==> src/rtl/core/buddy_pkg.sv <==
package buddy_pkg;

  // node states of the tree
  localparam logic [1:0] NodeUnused = 2'd0;
  localparam logic [1:0] NodeFree   = 2'd1;
  localparam logic [1:0] NodeSplit  = 2'd2;
  localparam logic [1:0] NodeAlloc  = 2'd3;

  // result status codes
  localparam logic [1:0] StatusOk       = 2'd0;
  localparam logic [1:0] StatusBadSize  = 2'd1;
  localparam logic [1:0] StatusNoSpace  = 2'd2;
  localparam logic [1:0] StatusNotAlloc = 2'd3;

  // request kinds
  typedef enum logic {
    ActAlloc = 1'b0,
    ActFree  = 1'b1
  } action_e;

  localparam int unsigned PidW  = 16;
  localparam int unsigned SizeW = 16;
  localparam int unsigned AddrW = 10;

  // classified command from the front to the back
  typedef struct packed {
    action_e           action;
    logic              bad;
    logic [4:0]        target;
    logic [PidW-1:0]   pid;
    logic [AddrW-1:0]  addr;
  } cmd_t;

  // result item
  typedef struct packed {
    logic [1:0]       status;
    logic [AddrW-1:0] addr;
    logic [PidW-1:0]  owner;
  } res_t;

endpackage

==> src/rtl/core/buddy_front.sv <==
module buddy_front #(
  parameter int unsigned Levels = 10
) (
  input  logic                clk_i,
  input  logic                rst_ni,
  input  logic                in_valid_i,
  output logic                in_ready_o,
  input  logic                action_i,
  input  logic [15:0]         pid_i,
  input  logic [15:0]         size_i,
  input  logic [9:0]          addr_i,
  output logic                cmd_valid_o,
  input  logic                cmd_ready_i,
  output buddy_pkg::cmd_t     cmd_o
);
  import buddy_pkg::*;

  localparam int unsigned Depth = 2;

  cmd_t       fifo_q [Depth];
  logic [1:0] count_q, count_d;
  logic       wr_q, wr_d;
  logic       rd_q, rd_d;
  logic       push, pop;
  cmd_t       cls;
  logic [4:0] k;
  logic [16:0] space;

  // size class: smallest k with 2^k >= size
  always_comb begin
    space = 17'(1) << Levels;
    k = 5'd0;
    for (int i = 17; i >= 1; i--) begin
      if ({1'b0, size_i} <= (17'(1) << (i - 1))) k = 5'(i - 1);
    end
    cls.action = action_e'(action_i);
    cls.bad    = (size_i == 16'd0) || ({1'b0, size_i} > space);
    cls.target = 5'(Levels) - k;
    cls.pid    = pid_i;
    cls.addr   = addr_i;
  end

  assign in_ready_o  = (count_q != 2'd2);
  assign cmd_valid_o = (count_q != 2'd0);
  assign cmd_o       = fifo_q[rd_q];
  assign push        = in_valid_i && in_ready_o;
  assign pop         = cmd_valid_o && cmd_ready_i;

  // queue pointers
  always_comb begin
    count_d = count_q + 2'(push) - 2'(pop);
    wr_d    = wr_q ^ push;
    rd_d    = rd_q ^ pop;
  end

  always_ff @(posedge clk_i or negedge rst_ni) begin
    if (!rst_ni) begin
      count_q <= 2'd0;
      wr_q    <= 1'b0;
      rd_q    <= 1'b0;
    end else begin
      count_q <= count_d;
      wr_q    <= wr_d;
      rd_q    <= rd_d;
    end
  end

  // queue storage
  always_ff @(posedge clk_i) begin
    if (push) fifo_q[wr_q] <= cls;
  end

  a_count: assert property (@(posedge clk_i) disable iff (!rst_ni) count_q != 2'd3)
    else $error("queue count overflow");
  a_full: assert property (@(posedge clk_i) disable iff (!rst_ni)
    count_q == 2'd2 |-> !in_ready_o) else $error("ready while full");
  a_ptr: assert property (@(posedge clk_i) disable iff (!rst_ni)
    (count_q == 2'd0 || count_q == 2'd2) |-> wr_q == rd_q) else $error("pointer mismatch");

endmodule

==> config.mk <==
export PLATFORM = sky130hd
export DESIGN_NAME = buddy_front
export DESIGN_NICKNAME = d
export VERILOG_FILES = /design/src/rtl/core/buddy_pkg.sv /design/src/rtl/core/buddy_front.sv
export SDC_FILE = /design/constraint.sdc
export NUM_CORES = 1
export LEC_CHECK = 0
export BUFFER_PORTS_ARGS = -buffer_cell sky130_fd_sc_hd__buf_2
export CAP_MARGIN = 15
export CORE_UTILIZATION = 50
export CTS_BUF_LIST = sky130_fd_sc_hd__clkbuf_4
export CTS_CLUSTER_SIZE = 25
export DETAILED_ROUTE_END_ITERATION = 16
export PLACE_DENSITY = 0.77
export SKIP_CTS_REPAIR_TIMING = 1
export SLEW_MARGIN = 30
export SYNTH_ARGS = -nofsm -noshare
export SYNTH_HDL_FRONTEND = slang
export SYNTH_SLANG_ARGS = --single-unit
export TNS_END_PERCENT = 1
==> constraint.sdc <==
create_clock -name clk_i -period 2.5 [get_ports clk_i]
set_input_delay 0.375 -clock clk_i [delete_from_list [all_inputs] [get_ports clk_i]]
set_output_delay 0.375 -clock clk_i [all_outputs]
set_load 0.05 [all_outputs]
# After elaboration in Yosys (flattened, before gate mapping)
# Memory sizes are Yosys's and may differ from the RTL's.
# Cells that the tools add are included.
# word_totals
output_inout_bits	35
latch_bits	0
register_bits	4
ram_bits	66
romBits	0
n_memories	1
in_bits	47
# mem_list
name	words	width	rd	rd_ports_with_merged_regs	write_ports	line	source
fifo_q	2	33	1	0	1	buddy_front.sv:20	cmd_t fifo_q [Depth];
# op_classes
multipliers	0
div_mod_pow	0
muxes	19
n_eq_ne	1
bitwise_logic	2
magnitude_cmp	18
n_reduce_logical	5
shifts	0
addsub	3
# op_table
operator	count
2-to-1 mux 5 bit	17
less-or-equal comparator 16 x 17 -> 1 bit, second input constant	1
greater-than comparator 16 x 11 -> 1 bit, second input constant	1
less-or-equal comparator 16 x 1 -> 1 bit, second input constant	1
less-or-equal comparator 16 x 10 -> 1 bit, second input constant	1
less-or-equal comparator 16 x 11 -> 1 bit, second input constant	1
less-or-equal comparator 16 x 12 -> 1 bit, second input constant	1
less-or-equal comparator 16 x 13 -> 1 bit, second input constant	1
less-or-equal comparator 16 x 14 -> 1 bit, second input constant	1
less-or-equal comparator 16 x 15 -> 1 bit, second input constant	1
less-or-equal comparator 16 bit, second input constant	1
less-or-equal comparator 16 x 2 -> 1 bit, second input constant	1
less-or-equal comparator 16 x 3 -> 1 bit, second input constant	1
less-or-equal comparator 16 x 4 -> 1 bit, second input constant	1
less-or-equal comparator 16 x 5 -> 1 bit, second input constant	1
less-or-equal comparator 16 x 6 -> 1 bit, second input constant	1
less-or-equal comparator 16 x 7 -> 1 bit, second input constant	1
less-or-equal comparator 16 x 8 -> 1 bit, second input constant	1
less-or-equal comparator 16 x 9 -> 1 bit, second input constant	1
zero test 16 bit	1
subtractor 4 x 5 -> 5 bit, first input constant	1
adder 2 x 1 -> 2 bit	1
logical AND 1 bit	2
2-to-1 mux 1 bit	2
5 further kinds	6

# Depth between registers and ports, before layout
# Gate-level depths: netlist (run 1).
# logic_depth
depth_word	19
ltp_mapped	8

# Least setup slack after synthesis (run 1)
# No wires, ideal clock.
# synth_timing
kind	input to register
startpoint	in size_i[6]
endpoint	mem fifo_q[0][28] (netlist bit), data pin
arrival_time_ps	2104
setup_slack_ps	130
t_required_ps	2234
cell_stages	7
path_cell_list	or4_4 > or4_4 > mux2i_1 > a311oi_1 > a22oi_1 > ha_1 > xor2_1
# synth_rtl
element	line	source
start: declaration	buddy_front.sv:10	input logic [15:0] size_i,
end: declaration	buddy_front.sv:20	

==> results of run 1 <==
## worst max-delay path by stage
stage / start / end / cells after the start
6_report: size_i[6] / fifo_q[1][28]$_DFFE_PP_ / 8
5_1_grt: size_i[6] / fifo_q[1][28]$_DFFE_PP_ / 11
4_1_cts: size_i[6] / fifo_q[1][28]$_DFFE_PP_ / 8
3_5_place_dp: size_i[6] / fifo_q[1][28]$_DFFE_PP_ / 8
3_3_place_gp: size_i[6] / fifo_q[0][30]$_DFFE_PP_ / 9
2_1_floorplan: size_i[6] / fifo_q[0][28]$_DFFE_PP_ / 7
## metal layers
metal / vias to the layer above / global-route usage (%) / wire (um)
met2: 65 / 31.11 / 2801
li1: 965 / - / -
met5: - / 0 / 0
met4: 0 / 7.091 / 53
met3: 5 / 4.914 / 327
met1: 946 / 24.10 / 2390
## cells in the final DEF (no fill, tap or decap), types with 3 or more instances in the layout
cell,count
buf_2,81
edfxtp_1,66
mux2_2,33
buf_4,20
clkbuf_4,11
nor2_1,9
inv_1,8
nor3_1,6
a21oi_1,5
nand2_1,5
o21ai_0,4
dfrtp_1,4
xnor2_1,3
ha_1,3
## where the power goes
group	total (mW)	switching [mW]	internal, mW
logic	1.95	1.40	0.556
registers	1.67	0.0675	1.60
clock network	0.784	0.361	0.423
## state kept, by name (all words and copies together) (netlist names)
register,cells
count_q,2
fifo_q,66
rd_q,1
wr_q,1
## cells in the mapped netlist, drive strengths merged (2+ instances only)
master and instances:
nor2 9, dfrtp 4, xnor2 3, nand2 5, a31oi 2, or4 3, inv 8, a21oi 5
a2111o 2, a22oi 2, a41oi 2, nand3 2, clkbuf 2, mux2 33, nor3 7, edfxtp 66
xor2 2, ha 5, buf 2, nor4 4, o21a 2, mux2i 2, o21ai 5
## layout make-up
cell class / instances / area, um^2
Inverter: 8 / 30.03
Multi-Input combinational cell: 107 / 895.9
Clock buffer: 11 / 82.58
Tap cell: 72 / 90.09
Timing Repair Buffer: 102 / 565.5
Sequential cell: 70 / 2082
Fill cell: 435 / 1856
Clock inverter: 5 / 73.82
## cells by family (layout without fill, tap and decap cells)
| family | count (synthesis) | in the layout |
|---|---|---|
| XOR/XNOR | 5 | 5 |
| flip-flops | 70 | 70 |
| adder cells (fa/ha/maj) | 5 | 5 |
| AO/OA/AOI/OAI | 25 | 25 |
| buffers and inverters | 12 | 126 |
| multiplexers | 35 | 35 |
| AND/OR/NAND/NOR | 37 | 37 |
## worst max-delay path, stage by stage
cell      delay (ns)
buf_2           0.12
or4_4           0.53
or4_4           0.43
mux2i_1         0.16
a311oi_1        0.14
a22oi_1         0.28
ha_1            0.23
xor2_1          0.08
## metrics by stage
step / setup WS, ns / std cells / power [mW] / util [%] / instance area [um^2]
2_1_floorplan: 0.1295 / 189 / 3.216 / - / 3018
3_3_place_gp: -0.04355 / 358 / 3.628 / 64.37 / 3654
3_5_place_dp: -0.1225 / 358 / 3.663 / 64.37 / 3654
4_1_cts: 0.3020 / 374 / 4.457 / 67.13 / 3810
5_1_grt: 0.1461 / 375 / 4.616 / 67.31 / 3820
6_report: 0.2817 / 375 / 4.404 / 67.31 / 3820
==> qor.csv, run 1 <==
metric,value,unit
synth unique cells,39,
area delta synth->final,26.58,%
"Seq/Total Area, Yosys",68.99,%
Yosys top cell area share,65.67,%
DR WL/cell,14.86,um
area of the mapped netlist,0.003018,mm^2
Setup Skew,0.01470,ns
number of global-route vias before repair,1933,
CTS tree,done,
"Max FO, Critical Path",3,
Yosys top cell by area,edfxtp_1,
Site Rows,27,
Worst R2R Path Depth,7,
Area contributors post-synth,"edfxtp_1, mux2_2, dfrtp_1",
CTS root buffer,clkbuf_4,
Via density,5.283,
post-synthesis xor/xnor area fraction,1.451,%
Syn Inst Count,189,
Synth Area in Compound Gates,5.846,%
final cycle utilization of the critical path,88.73,%
Routed WL,5572,um
Worst EP arrival,2.34,ns
"CTS clk-pin slew, worst paths",0.11,ns
MaxCap Viol Count,0,
cell depth of the worst hold path,1,
DRT Pass-1 Iters,4,
layout cells sized above 1,52.15,%
Final Hold Vio Count,0,
Peak VDD IR,0.0009472,V
RSZ-0062 raised after global routing,no,
"EDFF count, synth",66,
Synth async-reset ratio,5.714,%
hold_sp,pid_i[2],
Via Count,1981,
simple-gate area share of the yosys netlist,7.172,%
min Tclk post-route,2.218,ns
reg-to-reg startpoint,count_q[1]$_DFF_PN0_,
Final Setup Violations,0,
CP required,2.63,ns
port bufs,81,
Setup TNS,0,ns
all-layer global routing usage,18.96,%
post-DP HPWL,3898,um
DRC errors left,0,
first-pass GRT wire length,8859,um
GR Overflow Total,0,
Final Wtd Congestion,0.8894,
DRT antenna net count,0,
max-slew violations,0,
Num CTS Buffers,9,
Static Leakage,1.497,nW
reg2reg end,count_q[1]$_DFF_PN0_,
initial antenna violation count,0,
H-tree levels,3,
crit end category,flop,
Initial Util,53.17,%
Mapped Avg Cell Area,15.97,um^2
Setup crit start kind,input pin,
Worst-Margin Slew,0.4569,ns
die area,0.006351,mm^2
Bufs on Longest Clock Path,2,
Worst slew margin,69.54,%
DRT iter0 DRCs,90,
Nets,350,
"Top FF cell, synth",edfxtp_1,
clk sinks,70,
Skew-Pair Late Insertion Delay,0.39,ns
post-synthesis mux area share,12.98,%
main combinational cell family by area after synthesis,multiplexers,
die width,79.69,um
f_max,450.8,MHz
worst hold slack,0.1730,ns
largest net degree at the start of global routing,35,
die height,79.69,um
outcome,"complete, no violations",
ANT cells,0,
register bit total from synthesis,70,
Worst Hold Endpoint,fifo_q[0][12]$_DFFE_PP_,
Syn. warnings,0,
Std-Cell Core Area,0.005675,mm^2
Ports,82,
Post-Synth Adder-Cell Area,2.073,%
syn nets,241,
Setup CP Type,in -> reg,
HP Class,in -> reg,
"setup slack, reg-to-reg",0.72,ns
PwrDens,1153,mW/mm^2
No activity file was read; power rests on OpenSTA's default activity.
==> run 2, diff against run 1 <==
- RECOVER_POWER: default -> 100
==> run 2 against run 1 <==
  * Die area unchanged
  * Register-to-register slack got worse by 0.22 ns
  * Critical path type unchanged
  * Cell area decreased by 1.3%
  * Global-route usage unchanged
  * Fmax decreased by 1.1%
  * Flip-flop and latch count unchanged
  * First-iteration DRC count decreased by 7.8%
==> qor.csv, run 2 (synthesis results as in run 1) <==
metric,value,unit,change
DRT iter0 DRCs,83,,-7.8%
Nets,350,,unchanged
Skew-Pair Late Insertion Delay,0.38,ns,about the same
Final Wtd Congestion,0.8894,,unchanged
die width,79.69,um,unchanged
die area,0.006351,mm^2,unchanged
Setup crit start kind,input pin,,
Setup Skew,0.01425,ns,-0.0004483 ns
Bufs on Longest Clock Path,2,,unchanged
placed instance area,0.003654,mm^2,unchanged
combinational share of power,44.0,%,-0.3 points
CP required,2.64,ns,about the same
max-slew violations,0,,unchanged
Seq pwr share,38.1,%,+0.2 points
first-pass GRT wire length,8859,um,unchanged
Layout fillers,456,,+4.8%
post-layout util,66.45,%,-0.86 points
clk sinks,70,,unchanged
fin area,0.003771,mm^2,-1.3%
outcome,"complete, no violations",,
layout cells sized above 1,44.88,%,-7.3 points
Static Leakage,1.458,nW,-2.6%
reg-to-reg startpoint,count_q[1]$_DFF_PN0_,,
DRT antenna net count,0,,unchanged
Final Setup Violations,0,,unchanged
Worst EP arrival,2.38,ns,+0.04 ns
"CTS clk-pin slew, worst paths",0.11,ns,about the same
RSZ-0062 raised after global routing,no,,
DR WL/cell,15.04,um,+1.2%
register area,0.002082,mm^2,unchanged
number of global-route vias before repair,1933,,unchanged
"most common cell after layout, fill and taps aside",edfxtp_1,,
total power,4.395,mW,-0.21%
critical path cell sequence,"clkbuf_1, or4_1, or4_1, a21oi_1, a31oi_1, nor3_1, a21oi_1, ha_1, o21a_1",,
die height,79.69,um,unchanged
cell depth of the worst hold path,1,,unchanged
CTS root buffer,clkbuf_4,,
area delta synth->final,24.96,%,
Num CTS Buffers,9,,unchanged
"Max FO, Critical Path",3,,unchanged
Top Registers,"fifo_q (66), count_q (2)",,
ANT cells,0,,unchanged
H-tree levels,3,,unchanged
Peak VDD IR,0.0009395,V,-0.81%
MaxCap Viol Count,0,,unchanged
Via density,5.296,,+0.25%
Ports,82,,unchanged
CP peak stage delay,0.54,ns,about the same
"setup slack, reg-to-reg",0.50,ns,-0.22 ns
Site Rows,27,,unchanged
slowest CP cell,or4_1,,
DRT Pass-1 Iters,4,,unchanged
most frequent cells in the layout,"edfxtp_1, clkbuf_2, mux2_2, buf_2, clkbuf_1",,
PwrDens,1166,mW/mm^2,+1.1%
initial antenna violation count,0,,unchanged
min Tclk post-route,2.243,ns,+0.02477 ns
Worst Hold Endpoint,fifo_q[0][12]$_DFFE_PP_,,
Worst-Margin Slew,0.8138,ns,+0.3569 ns
Setup CP Type,in -> reg,,
f_max,445.8,MHz,-1.1%
multi-input logic area,872.1,um^2,-2.7%
GR Overflow Total,0,,unchanged
Initial Util,53.17,%,unchanged
post-DP HPWL,3898,um,unchanged
HP Class,in -> reg,,
all-layer global routing usage,18.96,%,unchanged
port bufs,81,,unchanged
Routed WL,5639,um,+1.2%
sw power,1.837,mW,+0.70%
Clk network pwr share,17.9,%,about the same
Via Count,1986,,+0.25%
Final Hold Vio Count,0,,unchanged
crit end category,flop,,
Worst R2R Path Depth,5,,-2
final cycle utilization of the critical path,89.72,%,+0.99 points
largest net degree at the start of global routing,35,,unchanged
hold_sp,pid_i[2],,
Largest Register,fifo_q,,
CTS tree,done,,
reg2reg end,fifo_q[1][26]$_DFFE_PP_,,
Worst slew margin,45.75,%,-24 points
switching fraction of total power,41.80,%,+0.38 points
internal cell power,2.558,mW,-0.85%
Std-Cell Core Area,0.005675,mm^2,unchanged
max reg flops,66,,unchanged
DRC errors left,0,,unchanged
-- run 2: power by group through the flow --
| stage | combinational [mW] | sequential, mW | clock [mW] |
|---|---|---|---|
| 4_1_cts | 1.97 | 1.67 | 0.813 |
| 2_1_floorplan | 1.54 | 1.68 | 0 |
| 6_report | 1.94 | 1.67 | 0.786 |
| 5_1_grt | 2.05 | 1.69 | 0.862 |
| 3_3_place_gp | 1.95 | 1.68 | 0 |
| 3_5_place_dp | 1.97 | 1.70 | 0 |
-- run 2: worst max-delay path by stage --
stage                     slack [ns]                      end       from
after floorplan                 0.13  fifo_q[0][28]$_DFFE_PP_  size_i[6]
after global placement         -0.04  fifo_q[0][30]$_DFFE_PP_  size_i[6]
after detailed placement       -0.12  fifo_q[1][28]$_DFFE_PP_  size_i[6]
after CTS                       0.30  fifo_q[1][28]$_DFFE_PP_  size_i[6]
after global routing            0.09  fifo_q[1][30]$_DFFE_PP_  size_i[6]
final                           0.26  fifo_q[1][30]$_DFFE_PP_  size_i[6]
-- run 2: final cells by class --
class,count,share of cell area [%]
clock buffer,11,2.190
clock inverter,5,1.958
inverter,8,0.7963
multi-input combinational,107,23.13
sequential,70,55.21
tap,72,2.389
timing repair buffer,102,14.33
-- run 2: critical path, delay by kind of cell --
kind	cells	cell delay, ns
AOI/OAI and AO/OA	4	0.51
and+or+nand+nor	3	1.17
adders and majority gates	1	0.23
buffers and inverters	1	0.09
-- run 2: metrics by stage --
step	TNS (ns)	hold WS, ns	std cells	setup slack (ns)
after floorplan	0	0.07941	189	0.1295
after detailed placement	-0.5118	0.1876	358	-0.1225
after global placement	-0.1377	0.1861	358	-0.04355
final	0	0.1756	375	0.2570
after global routing	0	0.1342	375	0.09189
after CTS	0	-0.2500	374	0.3020
-- run 2: per-layer routing --
layer | routed length (um) | part of all wire (%) | up-vias | track usage [%]
li1 | - | - | 964 | -
met1 | 2446 | 43 | 951 | 24.10
met2 | 2831 | 50 | 66 | 31.11
met3 | 306 | 5.4 | 5 | 4.914
met4 | 54 | 0.96 | 0 | 7.091
met5 | 0 | 0 | - | 0
==> run 3, diff against run 2 <==
- GPL_TIMING_DRIVEN: default -> 0
==> run 3 against run 2 <==
  * Via count fell by 3.4%
  * Highest routed layer unchanged
  * Core utilization decreased by 1.9 points
  * Die area unchanged
  * Fmax decreased by 4.6%
==> qor.csv, run 3 (synthesis results as in run 1) <==
metric,value,unit,change
Largest Register,fifo_q,,
Site Rows,27,,unchanged
CP required,2.12,ns,-0.52 ns
crit end category,primary output,,
max-slew violations,0,,unchanged
area delta synth->final,21.43,%,
Final Wtd Congestion,0.8257,,-7.2%
Top Registers,"fifo_q (66), count_q (2)",,
Worst-Margin Slew,0.7785,ns,-0.03530 ns
die height,79.69,um,unchanged
Setup crit start kind,flop,,
die area,0.006351,mm^2,unchanged
Skew-Pair Late Insertion Delay,0.39,ns,about the same
met3 routed WL,334,um,+9.2%
max reg flops,66,,unchanged
Setup Skew,0.01417,ns,-0.00007510 ns
Static Leakage,1.387,nW,-4.9%
Num CTS Buffers,9,,unchanged
cell depth of the worst hold path,1,,unchanged
die width,79.69,um,unchanged
dpl ws,-0.2563,ns,-0.1338 ns
Worst EP arrival,1.98,ns,-0.40 ns
post-DP HPWL,3943,um,+1.1%
"most common cell after layout, fill and taps aside",edfxtp_1,,
Via density,5.313,,+0.32%
PwrDens,1176,mW/mm^2,+0.87%
Std-Cell Core Area,0.005675,mm^2,unchanged
clk sinks,70,,unchanged
Worst R2R Path Depth,5,,unchanged
CTS tree,done,,
RSZ-0062 raised after global routing,no,,
outcome,"complete, no violations",,
all-layer global routing usage,18.02,%,-0.94 points
"CTS clk-pin slew, worst paths",0.11,ns,about the same
Initial Util,53.17,%,unchanged
hold_sp,addr_i[8],,
"setup slack, reg-to-reg",0.21,ns,-0.29 ns
Max Used Layer,met4,,
Nets,336,,-4.0%
initial antenna violation count,0,,unchanged
reg2reg end,fifo_q[0][27]$_DFFE_PP_,,
Worst slew margin,48.10,%,+2.4 points
fin area,0.003665,mm^2,-2.8%
"Max FO, Critical Path",10,,+7
Bufs on Longest Clock Path,2,,unchanged
layout cells sized above 1,44.29,%,-0.59 points
DRT iter0 DRCs,103,,+24%
largest net degree at the start of global routing,27,,-23%
DRT antenna net count,0,,unchanged
Setup CP Type,reg -> out,,
Worst Slack Setup Final,0.1479,ns,-0.1090 ns
number of global-route vias before repair,1784,,-7.7%
DRT Pass-1 Iters,4,,unchanged
wire length on met1,2389,um,-2.3%
CP startpoint,rd_q$_DFF_PN0_,,
HP Class,in -> reg,,
GR Overflow Total,0,,unchanged
Final Hold Vio Count,0,,unchanged
met2 wire length,2695,um,-4.8%
first-pass GRT wire length,8349,um,-5.8%
Routed WL,5469,um,-3.0%
min Tclk post-route,2.352,ns,+0.1090 ns
placed instance area,0.003566,mm^2,-2.4%
Final Setup Violations,0,,unchanged
reg-to-reg startpoint,count_q[1]$_DFF_PN0_,,
CTS root buffer,clkbuf_4,,
most frequent cells in the layout,"edfxtp_1, buf_2, mux2_2, clkbuf_2, clkbuf_1",,
Worst Hold Endpoint,fifo_q[0][8]$_DFFE_PP_,,
Peak VDD IR,0.0006590,V,-30%
ANT cells,0,,unchanged
DR WL/cell,15.15,um,+0.75%
final cycle utilization of the critical path,94.08,%,+4.4 points
MaxCap Viol Count,0,,unchanged
f_max,425.2,MHz,-4.6%
H-tree levels,3,,unchanged
port bufs,81,,unchanged
DRC errors left,0,,unchanged
Ports,82,,unchanged
Via Count,1918,,-3.4%
[run 3: changes by cell type in the layout (fill, tap and decap cells not counted), sizes merged]
cell	previous run	this run
buf	48	39
clkbuf	64	61
bufinv	2	1
clkinv	3	2
[run 3: worst max-delay path by stage]
stage                              endpoint  slack, ns  cells past startpoint
finish                            cmd_o[19]       0.15                      4
global route                      cmd_o[30]     0.0003                      4
CTS                               cmd_o[17]      -0.12                      4
detailed placement  fifo_q[0][28]$_DFFE_PP_      -0.26                      8
global placement    fifo_q[0][28]$_DFFE_PP_      -0.22                      8
floorplan           fifo_q[0][28]$_DFFE_PP_       0.13                      7
[run 3: final cells by class]
cell class	instances	area (um^2)
plain buffers	4	18.77
clock buffers	13	97.59
clock inverters	3	38.79
fillers	449	2011
inverters	8	30.03
multi-input cells	107	900.9
flip-flops and latches	70	2082
well taps	72	90.09
repair buffers	84	406.6
[run 3: report_power, final]
group | total, mW | internal (mW) | switching [mW] | leakage (nW)
Combinational | 1.94 | 0.526 | 1.41 | 0.657
Clock | 0.704 | 0.347 | 0.357 | 0.0794
Sequential | 1.67 | 1.60 | 0.0633 | 0.650
Total | 4.31 | 2.48 | 1.83 | 1.39
[run 3: worst max-delay path, stage by stage (launching register included)]
cell and delay [ns]:
dfrtp_1 0.33, clkbuf_1 0.28, clkbuf_2 0.35, mux2_2 0.38
clkbuf_2 0.24
[run 3: metrics by stage]
stage	hold WS, ns	util, %	TNS, ns	std cells	power, mW
3_3_place_gp	0.1875	61.90	-1.102	342	3.620
4_1_cts	-0.2577	65.23	-1.884	360	4.419
5_1_grt	0.1282	64.57	0	361	4.510
6_report	0.1685	64.57	0	361	4.308
2_1_floorplan	0.07941	-	0	189	3.216
3_5_place_dp	0.1866	62.83	-1.343	344	3.718
[run 3: routing by layer]
metal / GRT usage [%] / vias to the layer above
met5: 0 / -
met4: 8.000 / 0
met3: 5.371 / 6
met2: 28.46 / 56
met1: 22.92 / 918
li1: - / 938
